$ cat src/rtl/core/assert_macros.svh
// Assertion helpers shared by the RTL that checks itself.
// Every check is sampled on the rising edge of clk and is off while arst_n is low.
`ifndef ASSERT_MACROS_SVH
`define ASSERT_MACROS_SVH

// The property must hold at every rising clock edge.
`define ASSERT_ALWAYS(label, prop, msg) \
	label: assert property (@(posedge clk) disable iff (!arst_n) (prop)) else $error(msg);

// When the antecedent holds, the consequent must hold in the next cycle.
`define ASSERT_NEXT(label, ante, cons, msg) \
	label: assert property (@(posedge clk) disable iff (!arst_n) (ante) |=> (cons)) \
		else $error(msg);

`endif

$ cat src/rtl/core/qee_pkg.sv
`default_nettype none

package qee_pkg;

	// Number of wait table entries in use; the index saturates at the last entry.
	localparam int TABLE_ENTRIES = 40;
	localparam int ROM_SLOTS     = 64;
	localparam int IDX_W         = $clog2(ROM_SLOTS);

	// A stored wait equal to this value marks the deadband: all outputs are held low.
	localparam logic [7:0] DEADB = 8'd47;

	// A sample index at or above this value selects forward motion.
	localparam logic [IDX_W-1:0] FWD_IDX_MIN = IDX_W'(20);
	localparam logic [IDX_W-1:0] LAST_IDX    = IDX_W'(TABLE_ENTRIES - 1);

	// The blink period is (BLINK_BASE - wait) / 10.
	localparam logic [7:0] BLINK_BASE = 8'd201;

	// sample / 100 equals (sample * 5243) >> 19 for every 12-bit sample.
	localparam int DIV100_MUL   = 5243;
	localparam int DIV100_SHIFT = 19;
	localparam int DIV100_W     = 25;

	// x / 10 equals (x * 205) >> 11 for every x up to 201.
	localparam int DIV10_MUL   = 205;
	localparam int DIV10_SHIFT = 11;
	localparam int DIV10_W     = 16;

	typedef struct packed {
		logic [11:0] adc_sample;
		logic        adc_ok;
	} sample_t;

	typedef struct packed {
		logic       pin_a;
		logic       pin_b;
		logic       red_led;
		logic       green_led;
		logic [7:0] wait_ms;
	} result_t;

	// Wait table in milliseconds, indexed by the clamped sample index.
	function automatic logic [7:0] wait_rom(input logic [IDX_W-1:0] idx);
		logic [7:0] w;
		case (idx)
			6'd0, 6'd1:                   w = 8'd0;
			6'd2, 6'd3:                   w = 8'd2;
			6'd4:                         w = 8'd4;
			6'd5:                         w = 8'd6;
			6'd6:                         w = 8'd8;
			6'd7:                         w = 8'd10;
			6'd8:                         w = 8'd20;
			6'd9:                         w = 8'd30;
			6'd10:                        w = 8'd40;
			6'd11:                        w = 8'd50;
			6'd12:                        w = 8'd60;
			6'd13:                        w = 8'd70;
			6'd14:                        w = 8'd80;
			6'd15:                        w = 8'd90;
			6'd16:                        w = 8'd100;
			6'd17:                        w = 8'd200;
			6'd18, 6'd19, 6'd20, 6'd21:   w = DEADB;
			6'd22:                        w = 8'd200;
			6'd23:                        w = 8'd100;
			6'd24:                        w = 8'd90;
			6'd25:                        w = 8'd80;
			6'd26:                        w = 8'd70;
			6'd27:                        w = 8'd60;
			6'd28:                        w = 8'd50;
			6'd29:                        w = 8'd40;
			6'd30:                        w = 8'd30;
			6'd31:                        w = 8'd20;
			6'd32:                        w = 8'd10;
			6'd33:                        w = 8'd8;
			6'd34:                        w = 8'd6;
			6'd35:                        w = 8'd4;
			6'd36, 6'd37:                 w = 8'd2;
			default:                      w = 8'd0;
		endcase
		return w;
	endfunction

endpackage

`default_nettype wire

$ cat src/rtl/core/quadrature_encoder_emulator_core.sv
// Channel   Direction  Handshake                     Payload
// sample    in         sample_valid / sample_stall   qee_pkg::sample_t (adc_sample, adc_ok)
// result    out        result_valid / result_stall   qee_pkg::result_t (pins, LEDs, wait_ms)
//
// One sample transfer yields exactly one result transfer, in order.
// Throughput is one item per cycle while result_stall is low; each sample passes through the
// input register, and its result is written to the result register and leaves from there.
// arst_n clears phase, direction, blink count, stored wait, output levels and both valids.
// A stall on the result side holds the result register; the input register still takes
// one more item, and sample_stall rises only while both registers are full.
`default_nettype none
`include "assert_macros.svh"

module quadrature_encoder_emulator_core (
	input  wire logic              clk,
	input  wire logic              arst_n,
	input  wire logic              sample_valid,
	output      logic              sample_stall,
	input  wire qee_pkg::sample_t  sample,
	output      logic              result_valid,
	input  wire logic              result_stall,
	output      qee_pkg::result_t  result
);

	// Input register.
	logic              valid_s1;
	qee_pkg::sample_t  sample_s1;

	// Result register.
	logic              res_valid_q;
	qee_pkg::result_t  res_q;

	// Generator state, updated each time an item leaves the input register.
	logic [1:0]  phase_q;
	logic        reverse_q;
	logic [4:0]  blink_q;
	logic [7:0]  wait_q;
	logic [3:0]  levels_q;   // bit 0 A, bit 1 B, bit 2 red, bit 3 green

	logic        advance;
	logic [3:0]  levels_next;
	logic [1:0]  phase_next;
	logic [4:0]  blink_next;
	logic [4:0]  blink_inc;
	logic [4:0]  period;
	logic [7:0]  period_num;
	logic [qee_pkg::DIV10_W-1:0]  period_prod;
	logic [qee_pkg::DIV100_W-1:0] idx_prod;
	logic [qee_pkg::IDX_W-1:0]    idx_raw;
	logic [qee_pkg::IDX_W-1:0]    idx;
	logic        reverse_next;
	logic [7:0]  wait_next;
	logic        a, b, red, green;

	// The input register moves on whenever the result register is empty or is being drained.
	assign advance      = valid_s1 && (!res_valid_q || !result_stall);
	assign sample_stall = valid_s1 && !advance;

	// The blink period depends on the wait stored by the previous item. A wait above the
	// base would give a zero period; the table never produces one, but it is handled.
	assign period_num  = (wait_q <= qee_pkg::BLINK_BASE) ? (qee_pkg::BLINK_BASE - wait_q) : 8'd0;
	assign period_prod = qee_pkg::DIV10_W'(period_num) * qee_pkg::DIV10_W'(qee_pkg::DIV10_MUL);
	assign period      = period_prod[qee_pkg::DIV10_SHIFT +: 5];
	assign blink_inc   = blink_q + 5'd1;

	// Phase step and LED blink act on the stored wait and direction.
	always_comb begin
		a          = levels_q[0];
		b          = levels_q[1];
		red        = levels_q[2];
		green      = levels_q[3];
		phase_next = phase_q;
		blink_next = blink_q;
		if (wait_q != qee_pkg::DEADB) begin
			case (phase_q)
				2'd0: begin
					a = 1'b0;
					b = 1'b0;
				end
				2'd1: begin
					if (reverse_q) a = 1'b1;
					else b = 1'b1;
				end
				2'd2: begin
					if (reverse_q) b = 1'b1;
					else a = 1'b1;
				end
				default: begin
					if (reverse_q) a = 1'b0;
					else b = 1'b0;
				end
			endcase
			phase_next = phase_q + 2'd1;
			blink_next = blink_inc;
			if (blink_inc >= period) begin
				if (reverse_q) begin
					red   = !red;
					green = 1'b0;
				end else begin
					green = !green;
					red   = 1'b0;
				end
				blink_next = 5'd0;
			end
		end else begin
			// Deadband: everything low, phase and blink count kept.
			a     = 1'b0;
			b     = 1'b0;
			red   = 1'b0;
			green = 1'b0;
		end
		levels_next = {green, red, b, a};
	end

	// The new sample picks the direction and the next wait. A failed conversion reads as
	// index zero, which is reverse.
	assign idx_prod = qee_pkg::DIV100_W'(sample_s1.adc_sample)
		* qee_pkg::DIV100_W'(qee_pkg::DIV100_MUL);
	assign idx_raw  = sample_s1.adc_ok ? idx_prod[qee_pkg::DIV100_SHIFT +: qee_pkg::IDX_W]
		: '0;
	assign reverse_next = !(idx_raw >= qee_pkg::FWD_IDX_MIN);
	assign idx          = (idx_raw > qee_pkg::LAST_IDX) ? qee_pkg::LAST_IDX : idx_raw;
	assign wait_next    = qee_pkg::wait_rom(idx);

	always_ff @(posedge clk or negedge arst_n) begin
		if (!arst_n) begin
			valid_s1    <= 1'b0;
			res_valid_q <= 1'b0;
			phase_q     <= '0;
			reverse_q   <= 1'b0;
			blink_q     <= '0;
			wait_q      <= '0;
			levels_q    <= '0;
		end else begin
			if (!sample_stall) valid_s1 <= sample_valid;
			if (advance) begin
				res_valid_q <= 1'b1;
				phase_q     <= phase_next;
				reverse_q   <= reverse_next;
				blink_q     <= blink_next;
				wait_q      <= wait_next;
				levels_q    <= levels_next;
			end else if (!result_stall) begin
				res_valid_q <= 1'b0;
			end
		end
	end

	// Payload registers need no reset.
	always_ff @(posedge clk) begin
		if (!sample_stall && sample_valid) sample_s1 <= sample;
		if (advance) begin
			res_q.pin_a     <= levels_next[0];
			res_q.pin_b     <= levels_next[1];
			res_q.red_led   <= levels_next[2];
			res_q.green_led <= levels_next[3];
			res_q.wait_ms   <= wait_next;
		end
	end

	assign result_valid = res_valid_q;
	assign result       = res_q;

	`ASSERT_NEXT(a_deadband_low, advance && (wait_q == qee_pkg::DEADB), levels_q == 4'd0,
		"deadband step did not drive all outputs low")
	`ASSERT_NEXT(a_phase_step, advance && (wait_q != qee_pkg::DEADB),
		phase_q == $past(phase_q) + 2'd1, "phase did not advance on an active step")
	`ASSERT_ALWAYS(a_one_led, !(levels_q[2] && levels_q[3]), "both direction LEDs lit")
	`ASSERT_ALWAYS(a_wait_range, wait_q <= 8'd200, "stored wait outside the table range")

endmodule

`default_nettype wire
$ cat config.mk
export PLATFORM = sky130hd
export DESIGN_NAME = quadrature_encoder_emulator_core
export DESIGN_NICKNAME = d
export VERILOG_FILES = /design/src/rtl/core/qee_pkg.sv /design/src/rtl/core/quadrature_encoder_emulator_core.sv
export VERILOG_INCLUDE_DIRS = /design/src /design/src/rtl/core
export SDC_FILE = /design/constraint.sdc
export NUM_CORES = 1
export LEC_CHECK = 0
export ABC_CLOCK_PERIOD_IN_PS = 9000
export BUFFER_PORTS_ARGS = -buffer_cell sky130_fd_sc_hd__buf_2
export CAP_MARGIN = 40
export CORE_AREA = 2 2 133 122
export CTS_CLUSTER_DIAMETER = 100
export DETAILED_ROUTE_END_ITERATION = 12
export DIE_AREA = 0 0 135 124
export SLEW_MARGIN = 10
export SYNTH_ARGS = -nofsm -noshare
export SYNTH_HDL_FRONTEND = slang
export SYNTH_SLANG_ARGS = --single-unit
$ cat constraint.sdc
create_clock -name clk -period 9 [get_ports clk]
set_input_delay 0.9 -clock clk [delete_from_list [all_inputs] [get_ports clk]]
set_output_delay 0.9 -clock clk [all_outputs]
set_load 0.02 [all_outputs]
# [Word-level counts from Yosys, hierarchy flattened]
# Memories as Yosys holds them, arrays and structs flattened.
# Index checks and enable logic that the tools add are counted.
[totals] reg_bits=47 mem_bits_ro=512 inputBits=17 output_inout_bits=14 word_cells=63 memories=1
[memory_table] name="(no name shown)" words=64 width=8 rd=1 rd_clocked_by_memory_dff=0 wr=0 line_no="qee_pkg.sv:46" rtl="case (idx)"
[classes] n_addsub=3 multipliers=2 magnitude_cmp=4 eq_ne=4 n_mux=22 n_reduce_logical=13
[ops] operator="12-bit by 13-bit multiplier with 25-bit output (second input constant)" count=1
[ops] operator="8-bit by 8-bit multiplier with 16-bit output (second input constant)" count=1
[ops] operator="1-bit two-way mux" count=16
[ops] operator="6-bit two-way mux" count=2
[ops] operator="8-bit less-or-equal comparator (second input constant)" count=1
[ops] operator="8-bit two-way mux" count=1
[ops] operator="8-bit by 6-bit != test with 1-bit output (second input constant)" count=1
[ops] operator="8-bit subtractor (first input constant)" count=1
[ops] operator="1-bit zero test" count=7
[ops] operator="6-bit by 5-bit >= comparator with 1-bit output (second input constant)" count=1
[ops] operator="6-bit greater-than comparator (second input constant)" count=1
[ops] operator="1-bit case mux with 3 select lines" count=2
[ops] operator="5-bit by 1-bit adder with 5-bit output (second input constant)" count=1
[ops] operator="5-bit >= comparator" count=1
[ops] operator="5-bit two-way mux" count=1
[ops] operator="1-bit logical AND" count=3
[ops] operator="2-bit by 1-bit adder with 2-bit output (second input constant)" count=1
[ops] operator="2-bit by 1-bit == test with 1-bit output (second input constant)" count=1
[ops] operator="2-bit == test (second input constant)" count=1
[ops] operator="2-bit zero test" count=1
[ops] operator="2-bit by 1-bit != test with 1-bit output (second input constant)" count=1
[ops] operator="2-bit AND reduction" count=1
[ops] operator="1-bit logical OR" count=1

# [Longest topological paths before layout]
# Gate-level depths: netlist (run 1).
[logic_depth] ltp_word=7 mapped_depth=32 ltp_nobuf=31

# [Least setup slack after synthesis (run 1)]
# Ideal clock, no wire load.
[synth_path] path_type="register -> register" from="reg sample_s1[10] (netlist bit)" to="reg wait_q[3]" setup_time_ns=0.082 arrival_ns=6.273 required_ns=8.918 path_slack_ns=2.645 stages_incl_launch_ff=25 path_buffers=1 period_less_slack_ns=6.355 cell_sequence="edfxtp_1 fa_1 xor2_1 ha_1 a21oi_1 fa_1 inv_1 fa_1 inv_1 fa_1 inv_1 ha_1 a41oi_1 o21ai_1 a31o_2 o2111ai_1 nor4bb_1 clkbuf_1 nand2_1 a21oi_1 ha_1 or4_4 o311ai_2 o311ai_2 a31oi_1"
[synth_between] elab_chain_cells=5
[synth_lines] item="from (decl)" line_no="quadrature_encoder_emulator_core.sv:27" rtl="qee_pkg::sample_t sample_s1;"
[synth_lines] item="from (signal assigned)" line_no="quadrature_encoder_emulator_core.sv:151" rtl="if (!sample_stall && sample_valid) sample_s1 <= sample;"
[synth_lines] item="12-bit by 13-bit multiplier with 25-bit output *" line_no="quadrature_encoder_emulator_core.sv:118" rtl="* qee_pkg::DIV100_W'(qee_pkg::DIV100_MUL);"
[synth_lines] item="6-bit two-way mux *" line_no="quadrature_encoder_emulator_core.sv:119" rtl="assign idx_raw = sample_s1.adc_ok ? idx_prod[qee_pkg::DIV100_SHIFT +: qee_pkg::IDX_W]"
[synth_lines] item="6-bit greater-than comparator" line_no="quadrature_encoder_emulator_core.sv:122" rtl="assign idx = (idx_raw > qee_pkg::LAST_IDX) ? qee_pkg::LAST_IDX : idx_raw;"
[synth_lines] item="6-bit two-way mux *" line_no="quadrature_encoder_emulator_core.sv:122"
[synth_lines] item="memory read 64 x 8 bit *"
[synth_lines] item="to (signal assigned)" line_no="quadrature_encoder_emulator_core.sv:141" rtl="wait_q <= wait_next;"
[synth_lines] item="to (decl)" line_no="quadrature_encoder_emulator_core.sv:37" rtl="logic [7:0] wait_q;"
# Mark *: on every way between the ends. The rest lies on a longest branch, timed or not.
# A chain may end at the register's enable or synchronous reset.

# [Worst setup path after layout (run 1)]
[layout_path] from="reg sample_s1[10] (netlist bit)" to="reg res_q (netlist bit result[3]) (data pin)"
[layout_between] elab_chain_cells=5
[layout_lines] item="12-bit by 13-bit multiplier with 25-bit output *" line_no="quadrature_encoder_emulator_core.sv:118"
[layout_lines] item="6-bit two-way mux *" line_no="quadrature_encoder_emulator_core.sv:119"
[layout_lines] item="6-bit greater-than comparator" line_no="quadrature_encoder_emulator_core.sv:122"
[layout_lines] item="6-bit two-way mux *" line_no="quadrature_encoder_emulator_core.sv:122"
[layout_lines] item="memory read 64 x 8 bit *"
[layout_lines] item="net wait_next[3]" line_no="quadrature_encoder_emulator_core.sv:52" rtl="logic [7:0] wait_next;"
[layout_lines] item="to (decl)" line_no="quadrature_encoder_emulator_core.sv:31" rtl="qee_pkg::result_t res_q;"
# Mark *: on every way through the listed nets, which the timed path passes. The rest lies on a longest branch.

==> results.py, run 1 <==
metrics = {
    "sta": {
        "clock_skew_ps": 4.57,
        "setup_viol": 0,
        "rsz0062_at_grt": "false",
        "fin_crit_sh_pct": 76.7,
        "period_needed_ps": 6900,
        "finalHoldViolCount": 0,
        "max-slew-margin-rel_pct": 42.2,
        "fmax_mhz": 145,
        "slew_viol_final": 0,
        "fin_setup_tns_ps": 0,
        "worst_pin_slew_ps": 845,
    },
    "clock_network": {
        "cts_resized": 0,
        "root_buffer": "clkbuf_16",
        "h-tree-depth": 2,
        "clk_latency_ps": 300,
        "clockBufferDepth": 2,
        "cts_hold_buf": 0,
        "clock_sinks": 47,
        "cts_buffers": 5,
        "cts.clk_slew.worst_paths_ps": 70,
        "cts_tree": "done",
        "post_cts_buffers": 0,
    },
    "die": {
        "core_um2": 15300,
        "die_x_um": 135,
        "num_rows": 43,
        "io_pins": 31,
        "die-area_um2": 16700,
        "start_util_pct": 44.2,
        "dieHeight_um": 124,
    },
    "layout": {
        "drive_gt1_share_pct": 7.68,
        "antenna_cells": 0,
        "final_area_um2": 7280,
        "syn_to_final_growth_pct": 7.68,
        "nets": 957,
        "fillCellCount": 1460,
    },
    "synthesis": {
        "yosysSeqAreaShare_pct": 19.3,
        "postSynth.asyncResetShare_pct": 46.8,
        "ys_dominant_reg_cell": "edfxtp_1",
        "ys_ff_latch": 47,
        "syn_inst": 713,
        "ys_types": 71,
        "synth.cell_area_um2": 6760,
        "synth_edf_count": 25,
        "syn_avg_cell_area_um2": 9.48,
        "synth_fp_nets": 929,
        "yosysWarnings": 0,
    },
    "worst_setup_path": {
        "timing.rr.start": "sample_s1[10]",
        "arrival_ps": 6960,
        "cp.buffers_inverters": 4,
        "cp_top_family": "adder cells",
        "end_kind": "register",
        "critical-path-max-stage-delay_ps": 640,
        "crit_path_max_fanout": 11,
        "regToRegSetupSlack_ps": 2100,
        "start_kind": "register",
        "path_cells": "fa_1, xor2_1, ha_1, a21oi_1, fa_1, inv_1, fa_1, inv_1, fa_1, inv_1, ha_1, a21oi_1, o211ai_1, o2111ai_1, a41oi_1, a211o_1, and4_1, a21oi_1, inv_1, ha_1, mux2_2, o311ai_2, nand2_1",
        "cp.required_ps": 9050,
        "slowest_stage": "fa_1",
        "crit_type": "register to register",
        "r2r_cells": 23,
        "reg2reg_to": "result[3]",
    },
    "routing": {
        "antenna_left": 0,
        "drt-total-wl_um": 13800,
        "vias": 4979,
        "drcViolationCount": 0,
        "first_pass_iters": 5,
        "vias_per_cell": 5.27,
        "drt_iter0_markers": 257,
        "wl_per_cell_um": 14.6,
    },
    "global_routing": {
        "grt_pass1_vias": 5021,
        "grt_pass1_wl_um": 23800,
        "grt_max_degree": 23,
        "grt-ovfl-total": 0,
        "track_usage_pct": 18.0,
        "antenna_found_initial": 0,
    },
    "worst_hold_path": {
        "hold_class": "register to register",
        "whs_path_depth": 1,
        "hp-start": "valid_s1",
        "whs_endpoint": "result_valid",
    },
    "place": {
        "dp_hpwl_um": 11800,
        "gp_congestion": 0.897,
        "numPortBuffers": 30,
        "dpl_cell_area_um2": 7110,
    },
    "job": {
        "maxCapViolations": 0,
    },
    "status": {
        "run_status": "completed",
    },
}
==> metal layers <==
layer | global-route usage, % | wire length (um) | vias to the layer above
met1 | 25.1 | 6830 | 2396
met3 | 2.44 | 494 | 10
met5 | 0 | 0 | -
met4 | 4.69 | 191 | 0
met2 | 29.7 | 6270 | 91
li1 | - | - | 2482
==> registers in the layout (all words and copies together) (netlist names) <==
register and flops:
result 12, levels_q 4, blink_q 5, phase_q 2, valid_s1 1, wait_q 8
sample_s1 13, result_valid 1, reverse_q 1
==> metrics by stage <==
stage / setup WS [ps] / cells / utilization (%) / hold slack, ps
3_3_place_gp: 2270 / 935 / 46.5 / 478
3_5_place_dp: 2150 / 936 / 46.5 / 486
6_report: 2100 / 944 / 47.6 / 497
4_1_cts: 2100 / 944 / 47.6 / 506
5_1_grt: 1710 / 944 / 47.6 / 540
2_1_floorplan: 2640 / 713 / - / 457
==> layout make-up <==
class | count | area (um2) | share of cell area (%)
repair buffers | 32 | 168 | 2.30
flip-flops and latches | 47 | 1300 | 17.9
inverters | 156 | 586 | 8.05
clock buffers | 6 | 150 | 2.06
well taps | 202 | 253 | 3.47
clock inverters | 2 | 15.0 | 0.206
multi-input cells | 499 | 4800 | 66.0
==> synth_stat cells, types with 3 or more instances <==
| cell | instances | share of area (%) |
|---|---|---|
| edfxtp_1 | 25 | 11 |
| xor2_1 | 6 | 0.78 |
| a41oi_1 | 3 | 0.39 |
| and4_1 | 4 | 0.52 |
| fa_1 | 55 | 16 |
| nor2_1 | 34 | 1.9 |
| clkbuf_1 | 4 | 0.22 |
| a211oi_1 | 3 | 0.33 |
| inv_1 | 156 | 8.7 |
| dfrtp_1 | 22 | 8.1 |
| nand4_1 | 8 | 0.74 |
| o21a_1 | 6 | 0.67 |
| o31ai_1 | 8 | 0.89 |
| nor2b_1 | 5 | 0.46 |
| and2_1 | 8 | 0.74 |
| mux2i_1 | 4 | 0.59 |
| nor3_1 | 9 | 0.67 |
| nand2_1 | 45 | 2.5 |
| a31oi_1 | 7 | 0.65 |
| o21ai_0 | 19 | 1.4 |
| a211o_1 | 3 | 0.39 |
| nand2b_1 | 11 | 1.0 |
| a21oi_1 | 25 | 1.9 |
| mux2_2 | 4 | 0.67 |
| o22ai_1 | 3 | 0.28 |
| o211ai_1 | 5 | 0.56 |
| buf_4 | 4 | 0.44 |
| xnor2_1 | 11 | 1.4 |
| o21ai_1 | 5 | 0.37 |
| and3_1 | 3 | 0.28 |
| nand3_1 | 11 | 0.81 |
| ha_1 | 144 | 27 |
| a21o_1 | 5 | 0.56 |
==> cell usage in the layout, fill, tap and decap left out, types with 4 or more instances in the layout <==
cell	synthesis	final
mux2_2	4	4
nor2b_1	5	5
edfxtp_1	25	25
xor2_1	6	6
ha_1	144	144
fa_1	55	55
nand2b_1	11	11
mux2i_1	4	4
dfrtp_1	22	22
clkbuf_16	0	6
buf_2	2	30
nor3_1	9	9
nor2_1	34	34
nand4_1	8	8
a21o_1	5	5
o21a_1	6	6
and2_1	8	8
o21ai_0	19	19
xnor2_1	11	11
o21ai_1	5	5
nand2_1	45	45
and4_1	4	4
o211ai_1	5	5
inv_1	156	156
o31ai_1	8	8
nand3_1	11	11
a31oi_1	7	7
a21oi_1	25	25
==> worst max path at each step <==
stage | from | endpoint | slack (ps) | cells past startpoint
floorplan | sample_s1[10] | wait_q[3] | 2640 | 24
global placement | sample_s1[4] | wait_q[3] | 2270 | 23
detailed placement | sample_s1[6] | result[3] | 2150 | 23
CTS | sample_s1[11] | result[3] | 2100 | 23
global route | sample_s1[11] | result[3] | 1710 | 24
finish | sample_s1[10] | result[3] | 2100 | 23
==> kinds of logic after synthesis <==
family / after synthesis / synth area share, %
compound gates: 122 / 12.9
xor+xnor: 17 / 2.20
fa+ha+maj: 199 / 43.0
buf+inv: 167 / 9.65
flops: 47 / 19.3
mux: 11 / 1.98
simple gates: 150 / 11.1
Power of run 1 is not shown: default switching activity piles up to over one toggle a cycle in this logic, so the estimate is an artifact.
==> inputs of run 2 (changes only) <==
- ABC_CLOCK_PERIOD_IN_PS: 9000 -> 6200
- clock period: 9 -> 6.2 ns (I/O delays scaled with it)
==> run 2 against run 1 <==
First-iteration DRC count is 17% higher. Worst hold slack got worse by 200 ps. Global-route usage rose by 1.8 points. Register-to-register slack worse by 2100 ps. Cell count rose by 9.5%. Critical path type unchanged. Critical endpoint is now wait_q[3].
==> results.py, run 2 (same netlist as run 1, synthesis figures left out) <==
metrics = {
    "layout": {
        "most-common-layout-cells": "141 x inv_1, 123 x ha_1, 84 x buf_4",
        "syn_to_final_growth_pct": 26.6,
        "fillCellCount": 1351,
        "largest_reg_flops": 13,
        "postLayoutCoreUtil_pct": 56.0,
        "top_register": "sample_s1",
        "antenna_cells": 0,
        "nets": 1047,
        "final_common_cell": "inv_1",
        "drive_gt1_share_pct": 28.4,
    },
    "worst_setup_path": {
        "r2r_cells": 22,
        "arrival_ps": 6400,
        "end_kind": "register",
        "path_cells": "buf_6, buf_6, inv_4, ha_4, xnor2_2, ha_1, fa_1, fa_1, fa_1, ha_4, a211o_1, a21oi_1, o21a_1, nand4_1, a211o_1, and4_4, a21oi_4, ha_4, or4_4, o311ai_4, o311ai_4, a31oi_1",
        "slowest_stage": "fa_1",
        "critical-path-max-stage-delay_ps": 580,
        "crit_type": "register to register",
        "start_kind": "register",
        "cp.required_ps": 6420,
        "crit_path_max_fanout": 3,
    },
    "sta": {
        "rsz0062_at_grt": "true",
        "worst_pin_slew_ps": 800,
        "clock_skew_ps": 10.0,
        "max-slew-margin-rel_pct": 46.6,
        "period_needed_ps": 6180,
        "setup_viol": 0,
        "fin_crit_sh_pct": 99.6,
        "whs_ps": 294,
        "finalHoldViolCount": 0,
        "fmax_mhz": 162,
        "slew_viol_final": 0,
    },
    "global_routing": {
        "use_met3_pct": 2.40,
        "busiest_layer": "met2",
        "grt_pass1_wl_um": 26500,
        "met1_usage_pct": 27.1,
        "grt-ovfl-total": 0,
        "track_usage_pct": 19.8,
        "grt_max_degree": 23,
        "use_met2_pct": 33.9,
        "antenna_found_initial": 0,
        "grt_pass1_vias": 5586,
    },
    "place": {
        "numPortBuffers": 30,
        "gp_congestion": 0.917,
        "dp_hpwl_um": 12500,
    },
    "die": {
        "num_rows": 43,
        "dieHeight_um": 124,
        "die-area_um2": 16700,
        "io_pins": 31,
        "core_um2": 15300,
        "start_util_pct": 44.2,
        "die_x_um": 135,
    },
    "job": {
        "maxCapViolations": 0,
    },
    "routing": {
        "drcViolationCount": 0,
        "antenna_left": 0,
        "drt_iter0_markers": 301,
        "vias": 5447,
        "first_pass_iters": 5,
        "vias_per_cell": 5.27,
        "wl_per_cell_um": 15.3,
        "drt-total-wl_um": 15800,
    },
    "clock_network": {
        "root_buffer": "clkbuf_16",
        "clockBufferDepth": 2,
        "h-tree-depth": 2,
        "clock_sinks": 47,
        "cts_buffers": 5,
        "clk_latency_ps": 310,
        "cts_tree": "done",
        "cts.clk_slew.worst_paths_ps": 80,
    },
    "status": {
        "run_status": "completed",
    },
    "worst_hold_path": {
        "hold_class": "primary input to async pin",
    },
}
==> run 2: changes by cell type in the layout (fill, tap and decap cells not counted), moves of 6 or more <==
cell,change
inv_1,-15
ha_2,+6
inv_2,+14
ha_1,-21
buf_6,+6
a21oi_1,-9
a21oi_2,+6
ha_4,+15
buf_4,+83
nand2_1,-6
==> run 2: final timing paths <==
path | from | to | slack [ps]
max | sample_s1[11] | wait_q[3] | 20
min | arst_n | phase_q[0] | 290
max reg2reg | sample_s1[11] | wait_q[3] | 20
min reg2reg | valid_s1 | result_valid | 500
max in group asynchronous | arst_n | reverse_q | 5550
min in group clk | sample[0] | sample_s1[0] | 480
==> run 2: stage by stage <==
stage               setup TNS, ps  setup slack [ps]  area [um2]  cells
floorplan                   -10.5             -10.5        6770    713
global route                 -793              -169        8560   1034
detailed placement          -1610              -271        7560    995
CTS                             0              1.61        8000   1012
global placement             -606              -184        7550    994
finish                          0              23.3        8560   1034
==> run 2: cell type report <==
class / instances / area [um2] / share of cell area, %
clock buffer: 6 / 150 / 1.75
clock inverter: 2 / 15.0 / 0.175
inverter: 156 / 588 / 6.87
multi-input combinational: 499 / 5370 / 62.8
sequential: 47 / 1300 / 15.2
tap: 202 / 253 / 2.95
timing repair buffer: 122 / 875 / 10.2
==> run 2: what timing repair did <==
action,in CTS,in global routing
pin swaps,21,64
resized for setup,40,86
buffers inserted,9,23
setup endpoints to repair,17,24
hold buffers,0,0
==> run 2: worst max-delay path, delay by kind of cell (launching register included) <==
kind,cells,cell delay [ps]
xor gates and xnor gates,1,120
adders and majority gates,7,2510
DFF,1,470
buffers and inverters,3,330
AOI/OAI and AO/OA,8,1800
and+or+nand+nor,3,890
==> run 2: metal layers <==
layer | vias to the layer above | routed length, um
li1 | 2667 | -
met1 | 2682 | 7550
met2 | 85 | 7730
met3 | 13 | 375
met4 | 0 | 163
met5 | - | 0
Power of run 2 is left out for the same reason.
